$ cat src/hdl/bupr_pkg.sv
// shared constants, types and controller states for the bright unlabeled pixel replacer
package bupr_pkg;

  localparam int PIX_W      = 16;
  localparam int COUNT_BITS = 24;
  localparam int SUM_BITS   = COUNT_BITS + PIX_W - 1;
  localparam int QUO_BITS   = PIX_W;
  localparam int STEP_W     = $clog2(QUO_BITS);

  localparam logic MODE_GATHER  = 1'b0;
  localparam logic MODE_CORRECT = 1'b1;

  typedef enum logic [1:0] {
    ST_IDLE,
    ST_EXEC,
    ST_DIV,
    ST_EMIT
  } bupr_state_t;

  // commands from the controller to the datapath
  typedef struct packed {
    logic capture;
    logic gather;
    logic calc;
    logic div_start;
    logic div_step;
    logic emit;
  } bupr_cmd_t;

  // status from the datapath to the controller
  typedef struct packed {
    logic mode;
    logic dirty;
    logic div_last;
    logic out_free;
  } bupr_sts_t;

endpackage

$ cat src/hdl/bupr_ctrl.sv
// controller state machine sequencing capture, gather, division and result
module bupr_ctrl import bupr_pkg::*; (
  input  logic      clk,
  input  logic      rst_n,
  input  logic      in_valid,
  output logic      in_ready,
  input  bupr_sts_t sts,
  output bupr_cmd_t cmd
);

  bupr_state_t state_r, state_nxt;

  // state register
  always_ff @(posedge clk) begin
    if (!rst_n) begin
      state_r <= ST_IDLE;
    end else begin
      state_r <= state_nxt;
    end
  end

  // next state
  always_comb begin
    state_nxt = state_r;
    case (state_r)
      ST_IDLE: begin
        if (in_valid) state_nxt = ST_EXEC;
      end
      ST_EXEC: begin
        if (sts.mode == MODE_GATHER) state_nxt = ST_IDLE;
        else if (sts.dirty)          state_nxt = ST_DIV;
        else                         state_nxt = ST_EMIT;
      end
      ST_DIV: begin
        if (sts.div_last) state_nxt = ST_EMIT;
      end
      ST_EMIT: begin
        if (sts.out_free) state_nxt = ST_IDLE;
      end
      default: state_nxt = ST_IDLE;
    endcase
  end

  // outputs
  always_comb begin
    cmd      = '0;
    in_ready = 1'b0;
    case (state_r)
      ST_IDLE: begin
        in_ready    = 1'b1;
        cmd.capture = in_valid;
      end
      ST_EXEC: begin
        cmd.gather    = (sts.mode == MODE_GATHER);
        cmd.calc      = (sts.mode == MODE_CORRECT);
        cmd.div_start = (sts.mode == MODE_CORRECT) && sts.dirty;
      end
      ST_DIV: begin
        cmd.div_step = 1'b1;
      end
      ST_EMIT: begin
        cmd.emit = sts.out_free;
      end
      default: begin
        cmd = '0;
      end
    endcase
  end

endmodule

$ cat src/hdl/bupr_dp.sv
// datapath: accumulators, fill divider, brightness compare and output register
module bupr_dp import bupr_pkg::*; (
  input  logic                    clk,
  input  logic                    rst_n,
  input  logic                    cfg_we,
  input  logic signed [PIX_W-1:0] cfg_wdata,
  input  logic                    in_mode,
  input  logic                    in_first_of_pass,
  input  logic signed [PIX_W-1:0] in_pixel,
  input  logic signed [PIX_W-1:0] in_label,
  output logic                    out_valid,
  input  logic                    out_ready,
  output logic signed [PIX_W-1:0] out_pixel_out,
  output logic                    out_was_replaced,
  input  bupr_cmd_t               cmd,
  output bupr_sts_t               sts
);

  localparam logic [COUNT_BITS-1:0] COUNT_MAX = '1;

  logic signed [PIX_W-1:0]  wm_label_r;
  logic                     mode_r, first_r;
  logic signed [PIX_W-1:0]  pix_r, lab_r;
  logic [SUM_BITS-1:0]      wm_sum_r, lab_sum_r;
  logic [COUNT_BITS-1:0]    wm_cnt_r, lab_cnt_r;
  logic [SUM_BITS-1:0]      wm_sum_nxt, lab_sum_nxt;
  logic [COUNT_BITS-1:0]    wm_cnt_nxt, lab_cnt_nxt;
  logic                     dirty_r;
  logic [PIX_W-1:0]         fill_r;
  logic [SUM_BITS-1:0]      rem_r, dsh_r, rem_nxt;
  logic [QUO_BITS-1:0]      quo_r, quo_nxt;
  logic [STEP_W-1:0]        step_r;
  logic                     den_zero_r;
  logic                     qbit;
  logic [SUM_BITS-1:0]      prod_r;
  logic                     out_valid_r, out_repl_r;
  logic signed [PIX_W-1:0]  out_pix_r;
  logic                     pix_pos, wm_hit, lab_hit, replace;
  logic [SUM_BITS-1:0]      wm_sum_base, lab_sum_base, pix_ext;
  logic [COUNT_BITS-1:0]    wm_cnt_base, lab_cnt_base;

  // configuration register
  always_ff @(posedge clk) begin
    if (!rst_n) begin
      wm_label_r <= '0;
    end else if (cfg_we) begin
      wm_label_r <= cfg_wdata;
    end
  end

  // item capture at input transfer
  always_ff @(posedge clk) begin
    if (cmd.capture) begin
      mode_r  <= in_mode;
      first_r <= in_first_of_pass;
      pix_r   <= in_pixel;
      lab_r   <= in_label;
    end
  end

  // gather: restart from zero on the first pixel of a pass, add qualifying positive pixels
  always_comb begin
    pix_pos      = (pix_r > 0);
    wm_hit       = pix_pos && (lab_r == wm_label_r);
    lab_hit      = pix_pos && (lab_r != '0);
    pix_ext      = SUM_BITS'(unsigned'(pix_r[PIX_W-2:0]));
    wm_sum_base  = first_r ? '0 : wm_sum_r;
    wm_cnt_base  = first_r ? '0 : wm_cnt_r;
    lab_sum_base = first_r ? '0 : lab_sum_r;
    lab_cnt_base = first_r ? '0 : lab_cnt_r;
    wm_sum_nxt   = wm_sum_base;
    wm_cnt_nxt   = wm_cnt_base;
    lab_sum_nxt  = lab_sum_base;
    lab_cnt_nxt  = lab_cnt_base;
    if (wm_hit && (wm_cnt_base != COUNT_MAX)) begin
      wm_sum_nxt = wm_sum_base + pix_ext;
      wm_cnt_nxt = wm_cnt_base + 1'b1;
    end
    if (lab_hit && (lab_cnt_base != COUNT_MAX)) begin
      lab_sum_nxt = lab_sum_base + pix_ext;
      lab_cnt_nxt = lab_cnt_base + 1'b1;
    end
  end

  // accumulators and fill staleness flag
  always_ff @(posedge clk) begin
    if (!rst_n) begin
      wm_sum_r  <= '0;
      wm_cnt_r  <= '0;
      lab_sum_r <= '0;
      lab_cnt_r <= '0;
      dirty_r   <= 1'b1;
    end else if (cmd.gather) begin
      wm_sum_r  <= wm_sum_nxt;
      wm_cnt_r  <= wm_cnt_nxt;
      lab_sum_r <= lab_sum_nxt;
      lab_cnt_r <= lab_cnt_nxt;
      dirty_r   <= 1'b1;
    end else if (cmd.div_step && (step_r == '0)) begin
      dirty_r   <= 1'b0;
    end
  end

  // restoring division step, one quotient bit a cycle
  always_comb begin
    qbit    = (rem_r >= dsh_r);
    rem_nxt = qbit ? (rem_r - dsh_r) : rem_r;
    quo_nxt = {quo_r[QUO_BITS-2:0], qbit};
  end

  // fill divider: labeled mean stays below 2^15, so 16 quotient bits suffice
  always_ff @(posedge clk) begin
    if (cmd.div_start) begin
      rem_r      <= lab_sum_r;
      dsh_r      <= {lab_cnt_r, {(QUO_BITS-1){1'b0}}};
      quo_r      <= '0;
      step_r     <= STEP_W'(QUO_BITS-1);
      den_zero_r <= (lab_cnt_r == '0);
    end else if (cmd.div_step) begin
      rem_r  <= rem_nxt;
      dsh_r  <= dsh_r >> 1;
      quo_r  <= quo_nxt;
      step_r <= step_r - 1'b1;
    end
  end

  // fill value register
  always_ff @(posedge clk) begin
    if (!rst_n) begin
      fill_r <= '0;
    end else if (cmd.div_step && (step_r == '0)) begin
      fill_r <= den_zero_r ? '0 : quo_nxt;
    end
  end

  // pixel times white-matter count, for the exact mean compare
  always_ff @(posedge clk) begin
    if (cmd.calc) begin
      prod_r <= SUM_BITS'(unsigned'(pix_r[PIX_W-2:0])) * SUM_BITS'(wm_cnt_r);
    end
  end

  assign replace = (wm_cnt_r != '0) && (lab_r == '0) && (pix_r > 0) && (prod_r > wm_sum_r);

  // output register
  always_ff @(posedge clk) begin
    if (!rst_n) begin
      out_valid_r <= 1'b0;
    end else if (cmd.emit) begin
      out_valid_r <= 1'b1;
    end else if (out_ready) begin
      out_valid_r <= 1'b0;
    end
  end

  always_ff @(posedge clk) begin
    if (cmd.emit) begin
      out_pix_r  <= replace ? signed'(fill_r) : pix_r;
      out_repl_r <= replace;
    end
  end

  assign out_valid        = out_valid_r;
  assign out_pixel_out    = out_pix_r;
  assign out_was_replaced = out_repl_r;

  // status to the controller
  always_comb begin
    sts.mode     = mode_r;
    sts.dirty    = dirty_r;
    sts.div_last = (step_r == '0);
    sts.out_free = !out_valid_r || out_ready;
  end

endmodule

$ cat src/hdl/bright_unlabeled_pixel_replacer.sv
// top level: replaces bright unlabeled pixels with the labeled mean
// gather pixel: captured, then accumulated in ST_EXEC, gives no result
// correct pixel: result registered in ST_EMIT when output is free, then ST_IDLE
// the first correct pixel after reset or after any gather pixel also runs the
// fill division in ST_DIV (one quotient bit per cycle in the divider)
// synchronous active-low reset clears accumulators, fill value and wm_label to zero
module bright_unlabeled_pixel_replacer import bupr_pkg::*; (
  input  logic                    clk,
  input  logic                    rst_n,
  input  logic                    cfg_we,
  input  logic signed [PIX_W-1:0] cfg_wdata,
  input  logic                    in_valid,
  output logic                    in_ready,
  input  logic                    in_mode,
  input  logic                    in_first_of_pass,
  input  logic signed [PIX_W-1:0] in_pixel,
  input  logic signed [PIX_W-1:0] in_label,
  output logic                    out_valid,
  input  logic                    out_ready,
  output logic signed [PIX_W-1:0] out_pixel_out,
  output logic                    out_was_replaced
);

  bupr_cmd_t cmd;
  bupr_sts_t sts;

  // controller
  bupr_ctrl u_ctrl (
    .clk      (clk),
    .rst_n    (rst_n),
    .in_valid (in_valid),
    .in_ready (in_ready),
    .sts      (sts),
    .cmd      (cmd)
  );

  // datapath
  bupr_dp u_dp (
    .clk              (clk),
    .rst_n            (rst_n),
    .cfg_we           (cfg_we),
    .cfg_wdata        (cfg_wdata),
    .in_mode          (in_mode),
    .in_first_of_pass (in_first_of_pass),
    .in_pixel         (in_pixel),
    .in_label         (in_label),
    .out_valid        (out_valid),
    .out_ready        (out_ready),
    .out_pixel_out    (out_pixel_out),
    .out_was_replaced (out_was_replaced),
    .cmd              (cmd),
    .sts              (sts)
  );

endmodule
$ cat config.mk
export PLATFORM = sky130hd
export DESIGN_NAME = bright_unlabeled_pixel_replacer
export DESIGN_NICKNAME = d
export VERILOG_FILES = /design/src/hdl/bupr_pkg.sv /design/src/hdl/bupr_ctrl.sv /design/src/hdl/bupr_dp.sv /design/src/hdl/bright_unlabeled_pixel_replacer.sv
export SDC_FILE = /design/constraint.sdc
export NUM_CORES = 2
export LEC_CHECK = 0
export BUFFER_PORTS_ARGS = -buffer_cell sky130_fd_sc_hd__buf_2
export CORE_UTILIZATION = 55
export CTS_CLUSTER_SIZE = 30
export DETAILED_ROUTE_END_ITERATION = 6
export HOLD_SLACK_MARGIN = 0.15
export PLACE_DENSITY = 0.79
export SKIP_LAST_GASP = 1
export SLEW_MARGIN = 10
export SYNTH_ARGS = -nofsm -noshare
export SYNTH_HDL_FRONTEND = slang
export SYNTH_HIERARCHICAL = 1
export SYNTH_SLANG_ARGS = --single-unit
$ cat constraint.sdc
create_clock -name clk -period 17.55 [get_ports clk]
set_input_delay 0.8775 -clock clk [delete_from_list [all_inputs] [get_ports clk]]
set_output_delay 0.8775 -clock clk [all_outputs]
set_load 0.005 [all_outputs]
==> flow_summary.html <==
<table>
<tr><th>Metric</th><th>Value</th></tr>
<tr><th colspan="2">Power</th></tr>
<tr><td>Power, Total</td><td>around 0.0021 W</td></tr>
<tr><td>Internal portion of total power</td><td>about 0.0015 W</td></tr>
<tr><td>Total power per unit cell area</td><td>just over 60 mW/mm2</td></tr>
<tr><td>Leakage</td><td>roughly 15 nW</td></tr>
<tr><td>Reported net switching power</td><td>between 0.0005 and 0.0006 W</td></tr>
<tr><td>Share of power burned in registers</td><td>0.443</td></tr>
<tr><td>Comb power frac</td><td>0.139</td></tr>
<tr><td>Clock share of power</td><td>0.418</td></tr>
<tr><td>Peak VDD IR</td><td>around 0.074 mV</td></tr>
<tr><td>Net Sw Frac</td><td>0.275</td></tr>
<tr><th colspan="2">Outcome</th></tr>
<tr><td>Result of the run</td><td>complete, no violations</td></tr>
<tr><th colspan="2">Logic synthesis</th></tr>
<tr><td>Mapped cell area</td><td>between 0.03 and 0.04 mm2</td></tr>
<tr><td>Yosys top cell by area</td><td>fa_1</td></tr>
<tr><td>Top area cells in the synthesized netlist</td><td>fa_1 (18%), edfxtp_1 (15%), dfxtp_1 (13%)</td></tr>
<tr><td>Number of synthesis warnings</td><td>6</td></tr>
<tr><td>Area fraction of the dominant cell type after synthesis</td><td>0.184</td></tr>
<tr><td>Avg Cell Area, Syn</td><td>slightly above 9 um2</td></tr>
<tr><td>Proportion of synthesized flip-flops having asynchronous set or reset</td><td>0</td></tr>
<tr><td>EDFF count, synth</td><td>between 150 and 200</td></tr>
<tr><td>Total nets after synthesis</td><td>about 4000</td></tr>
<tr><td>Synth Instances</td><td>between 3000 and 4000</td></tr>
<tr><td>Main synth FF type</td><td>dfxtp_1</td></tr>
<tr><td>Count of unique library cells instantiated by Yosys</td><td>slightly below 90</td></tr>
<tr><td>Sequential cell area fraction in the yosys report</td><td>0.274</td></tr>
<tr><td>Post-synthesis register bit count</td><td>between 300 and 400</td></tr>
<tr><th colspan="2">CTS</th></tr>
<tr><td>Clock insertion delay at the later pin of the skew report</td><td>0.60 ns</td></tr>
<tr><td>Root buf cell</td><td>clkbuf_16</td></tr>
<tr><td>CTS tree</td><td>yes</td></tr>
<tr><td>Maximum clock insertion buffer count</td><td>3</td></tr>
<tr><td>Clock net sink count</td><td>350</td></tr>
<tr><td>Clk slew on worst S/H paths</td><td>0.06 ns</td></tr>
<tr><td>Cts bufs inserted</td><td>41</td></tr>
<tr><td>Hold buffers post-CTS</td><td>0</td></tr>
<tr><td>Number of buffers added for setup after CTS</td><td>0</td></tr>
<tr><td>H-Tree Depth</td><td>2</td></tr>
<tr><td>Post-cts sizing count</td><td>0</td></tr>
<tr><th colspan="2">STA</th></tr>
<tr><td>Unrepaired setup endpoints after global routing</td><td>false</td></tr>
<tr><td>Achievable frequency</td><td>143 MHz</td></tr>
<tr><td>Number of setup violations in the final report</td><td>0</td></tr>
<tr><td>Final worst path period need</td><td>between 7 and 8 ns</td></tr>
<tr><td>Post-route setup slack</td><td>10.53 ns</td></tr>
<tr><td>Number of endpoints with negative hold slack in the final report</td><td>0</td></tr>
<tr><td>Least-Margin Pin Slew</td><td>1.26 ns</td></tr>
<tr><td>Maximum clock skew at final layout</td><td>between 0.03 and 0.04 ns</td></tr>
<tr><td>Final TNS setup</td><td>0 ns</td></tr>
<tr><td>Max-slew violation total from the final report</td><td>0</td></tr>
<tr><td>Tightest slew margin relative to the limit</td><td>0.157</td></tr>
<tr><td>Portion of the clock cycle consumed by the worst path in the final layout</td><td>0.400</td></tr>
<tr><th colspan="2">Placed design</th></tr>
<tr><td>Detailed-placement wirelength estimate</td><td>56500 um</td></tr>
<tr><td>Final RePlAce weighted congestion</td><td>0.921</td></tr>
<tr><td>Count of input and output buffers</td><td>73</td></tr>
<tr><td>Placement Setup Slack</td><td>roughly 11 ns</td></tr>
<tr><th colspan="2">Critical path</th></tr>
<tr><td>CP endpoint kind</td><td>register</td></tr>
<tr><td>Category of the most critical setup path</td><td>register to register</td></tr>
<tr><td>Worst Setup Start Kind</td><td>register</td></tr>
<tr><td>Maximum fanout count along the critical path</td><td>29</td></tr>
<tr><td>Setup slack, reg-to-reg</td><td>around 11 ns</td></tr>
<tr><td>Arrival @ worst endpoint</td><td>7.34 ns</td></tr>
<tr><td>Required time of the critical path</td><td>17.87 ns</td></tr>
<tr><td>R2R Path Start</td><td>u_dp/pix_r[1]</td></tr>
<tr><td>Worst setup startpoint</td><td>u_dp/pix_r[1]</td></tr>
<tr><th colspan="2">Drt</th></tr>
<tr><td>Aggregate routed wire length</td><td>about 79000 um</td></tr>
<tr><td>Drt wl/cell</td><td>about 19 um</td></tr>
<tr><td>Via count of the routed design</td><td>about 24000</td></tr>
<tr><td>Number of vias per cell after detailed routing</td><td>between 5 and 6</td></tr>
<tr><td>DRC violations left</td><td>0</td></tr>
<tr><td>Detail Route Antenna Nets</td><td>0</td></tr>
<tr><td>Number of design-rule violations left by the first detailed-router iteration</td><td>1893</td></tr>
<tr><td>DR pass1 iterations</td><td>6</td></tr>
<tr><th colspan="2">Floorplanning</th></tr>
<tr><td>Chip height</td><td>around 240 um</td></tr>
<tr><td># IOs</td><td>between 70 and 80</td></tr>
<tr><td>Die width</td><td>~240 um</td></tr>
<tr><td>Standard-cell row count</td><td>86</td></tr>
<tr><td>Area of the die</td><td>approximately 0.058 mm2</td></tr>
<tr><td>Core Footprint</td><td>~0.056 mm2</td></tr>
<tr><td>Starting density of the core</td><td>0.561</td></tr>
<tr><th colspan="2">Cells and area</th></tr>
<tr><td>Number of inserted filler cells in the final layout</td><td>roughly 4700</td></tr>
<tr><td>Layout Area Growth over Synthesis</td><td>7.15%</td></tr>
<tr><td>Net total in the final layout</td><td>slightly below 4000</td></tr>
<tr><td>Share of post-route cells with drive strength above 1</td><td>0.0687</td></tr>
<tr><td>Number of diodes</td><td>0</td></tr>
<tr><td>Utilization of the core after routing</td><td>0.601</td></tr>
<tr><th colspan="2">Global routing</th></tr>
<tr><td>Remaining global-route overflow</td><td>0</td></tr>
<tr><td>Vias in the first global route</td><td>~24000</td></tr>
<tr><td>First-pass GRT wire length</td><td>around 130000 um</td></tr>
<tr><td>Number of antenna violations at the first check in global routing</td><td>1</td></tr>
<tr><td>Pin count of the biggest net entering global routing</td><td>a little over 100</td></tr>
<tr><td>GRT Resource Usage Total</td><td>0.282</td></tr>
<tr><th colspan="2">Run</th></tr>
<tr><td>Number of maximum-capacitance violations</td><td>0</td></tr>
<tr><th colspan="2">Min path</th></tr>
<tr><td>Launch instance of the worst min-delay path</td><td>in_first_of_pass</td></tr>
<tr><td>Path category of the worst min-delay check</td><td>primary input to register</td></tr>
</table>
[path summary, 6_finish.rpt]
kind | endpoint | depth (start not counted)
setup / recovery | u_dp/prod_r[38] | 20
hold / removal | u_dp/first_r | 1
setup reg to reg | u_dp/prod_r[38] | 20
hold reg to reg | u_dp/wm_sum_r[11] | 2
[power groups by stage]
stage	logic (W)	clock network (W)	registers (W)
after detailed placement	0.000284	0	0.000938
after global placement	0.000279	0	0.000938
final	0.000289	0.000872	0.000922
after CTS	0.000286	0.000888	0.000922
after global routing	0.000318	0.000917	0.000926
after floorplan	0.000207	0	0.000930
[through the flow]
step | std cells | hold slack, ns | instance area, um2
final | 4185 | 0.455 | 33500
after global routing | 4185 | 0.444 | 33500
after floorplan | 3434 | 0.442 | 31200
after detailed placement | 4109 | 0.467 | 32100
after global placement | 4109 | 0.458 | 32100
after CTS | 4185 | 0.426 | 33500
[critical path, stage by stage, from the launching register on]
cell and delay [ns]:
edfxtp_1 0.81, and2_1 0.37, fa_1 0.50, inv_1 0.06, fa_1 0.52, inv_1 0.05, fa_1 0.48, fa_1 0.52
fa_1 0.53, inv_1 0.06, fa_1 0.48, inv_1 0.04, ha_1 0.34, nand2_1 0.09, nor2_1 0.26, or4b_1 0.50
and2_1 0.19, o31a_1 0.30, o211ai_2 0.30, a41oi_1 0.17, xnor2_1 0.15
[registers in the layout (all words and copies together) (netlist names), 24 cells and up, named ones only]
| register | flops |
|---|---|
| u_dp/dsh_r | 39 |
| u_dp/wm_cnt_r | 24 |
| u_dp/rem_r | 39 |
| u_dp/lab_cnt_r | 24 |
| u_dp/wm_sum_r | 39 |
| u_dp/lab_sum_r | 39 |
| u_dp/prod_r | 39 |
[cells in the final DEF, fill, tap and decap left out, drive strengths merged, types with 16 or more instances in the layout]
cell and instances:
a21boi 16, a21o 74, a21oi 126, a22oi 22
and2 262, and3 23, buf 107, clkbuf 63
dfxtp 196, edfxtp 154, fa 287, ha 214
inv 423, mux2 18, mux2i 62, nand2 426
nand3 92, nand4 55, nor2 130, nor2b 105
nor3 35, nor3b 20, nor4 35, o21a 17
o21ai 106, o31ai 29, xnor2 76, xor2 77
[routing by layer]
layer	vias up	wire, um	global-route usage
met5	-	13	0
met4	2	2780	0.109
met3	186	5940	0.0418
met2	905	36500	0.459
met1	11900	33600	0.378
li1	11300	-	-
[synth_stat cells (17+ instances only)]
cell	instances
nor3_1	33
nand4_1	54
xnor2_1	76
nor4_1	34
nor2b_1	105
fa_1	287
o21a_1	17
nor3b_1	20
and2_1	262
a21oi_1	126
a21o_1	74
and3_1	23
nor2_1	128
mux2i_1	62
xor2_1	77
a22oi_1	22
o31ai_1	27
dfxtp_1	196
edfxtp_1	154
inv_1	422
nand3_1	92
nand2_1	426
ha_1	214
o21ai_0	96
clkbuf_1	148
[kinds of logic (layout without fill, tap and decap cells)]
group	count (synthesis)	after routing	synth area share
multiplexers	80	80	0.0274
AO/OA/AOI/OAI	502	502	0.107
adder cells (fa/ha/maj)	501	501	0.270
AND/OR/NAND/NOR	1245	1245	0.205
flip-flops	350	350	0.274
XOR/XNOR	153	153	0.0429
buffers and inverters	603	606	0.0746
[final cells by class]
| type | count | area (um2) | share of cell area |
|---|---|---|---|
| tap | 748 | 936 | 0.0280 |
| inverter | 423 | 1590 | 0.0475 |
| timing repair buffer | 107 | 623 | 0.0186 |
| multi-input combinational | 2481 | 20400 | 0.610 |
| clock inverter | 13 | 148 | 0.00441 |
| sequential | 350 | 8550 | 0.255 |
| clock buffer | 63 | 1220 | 0.0365 |
Power figures use the tool's default switching activity.
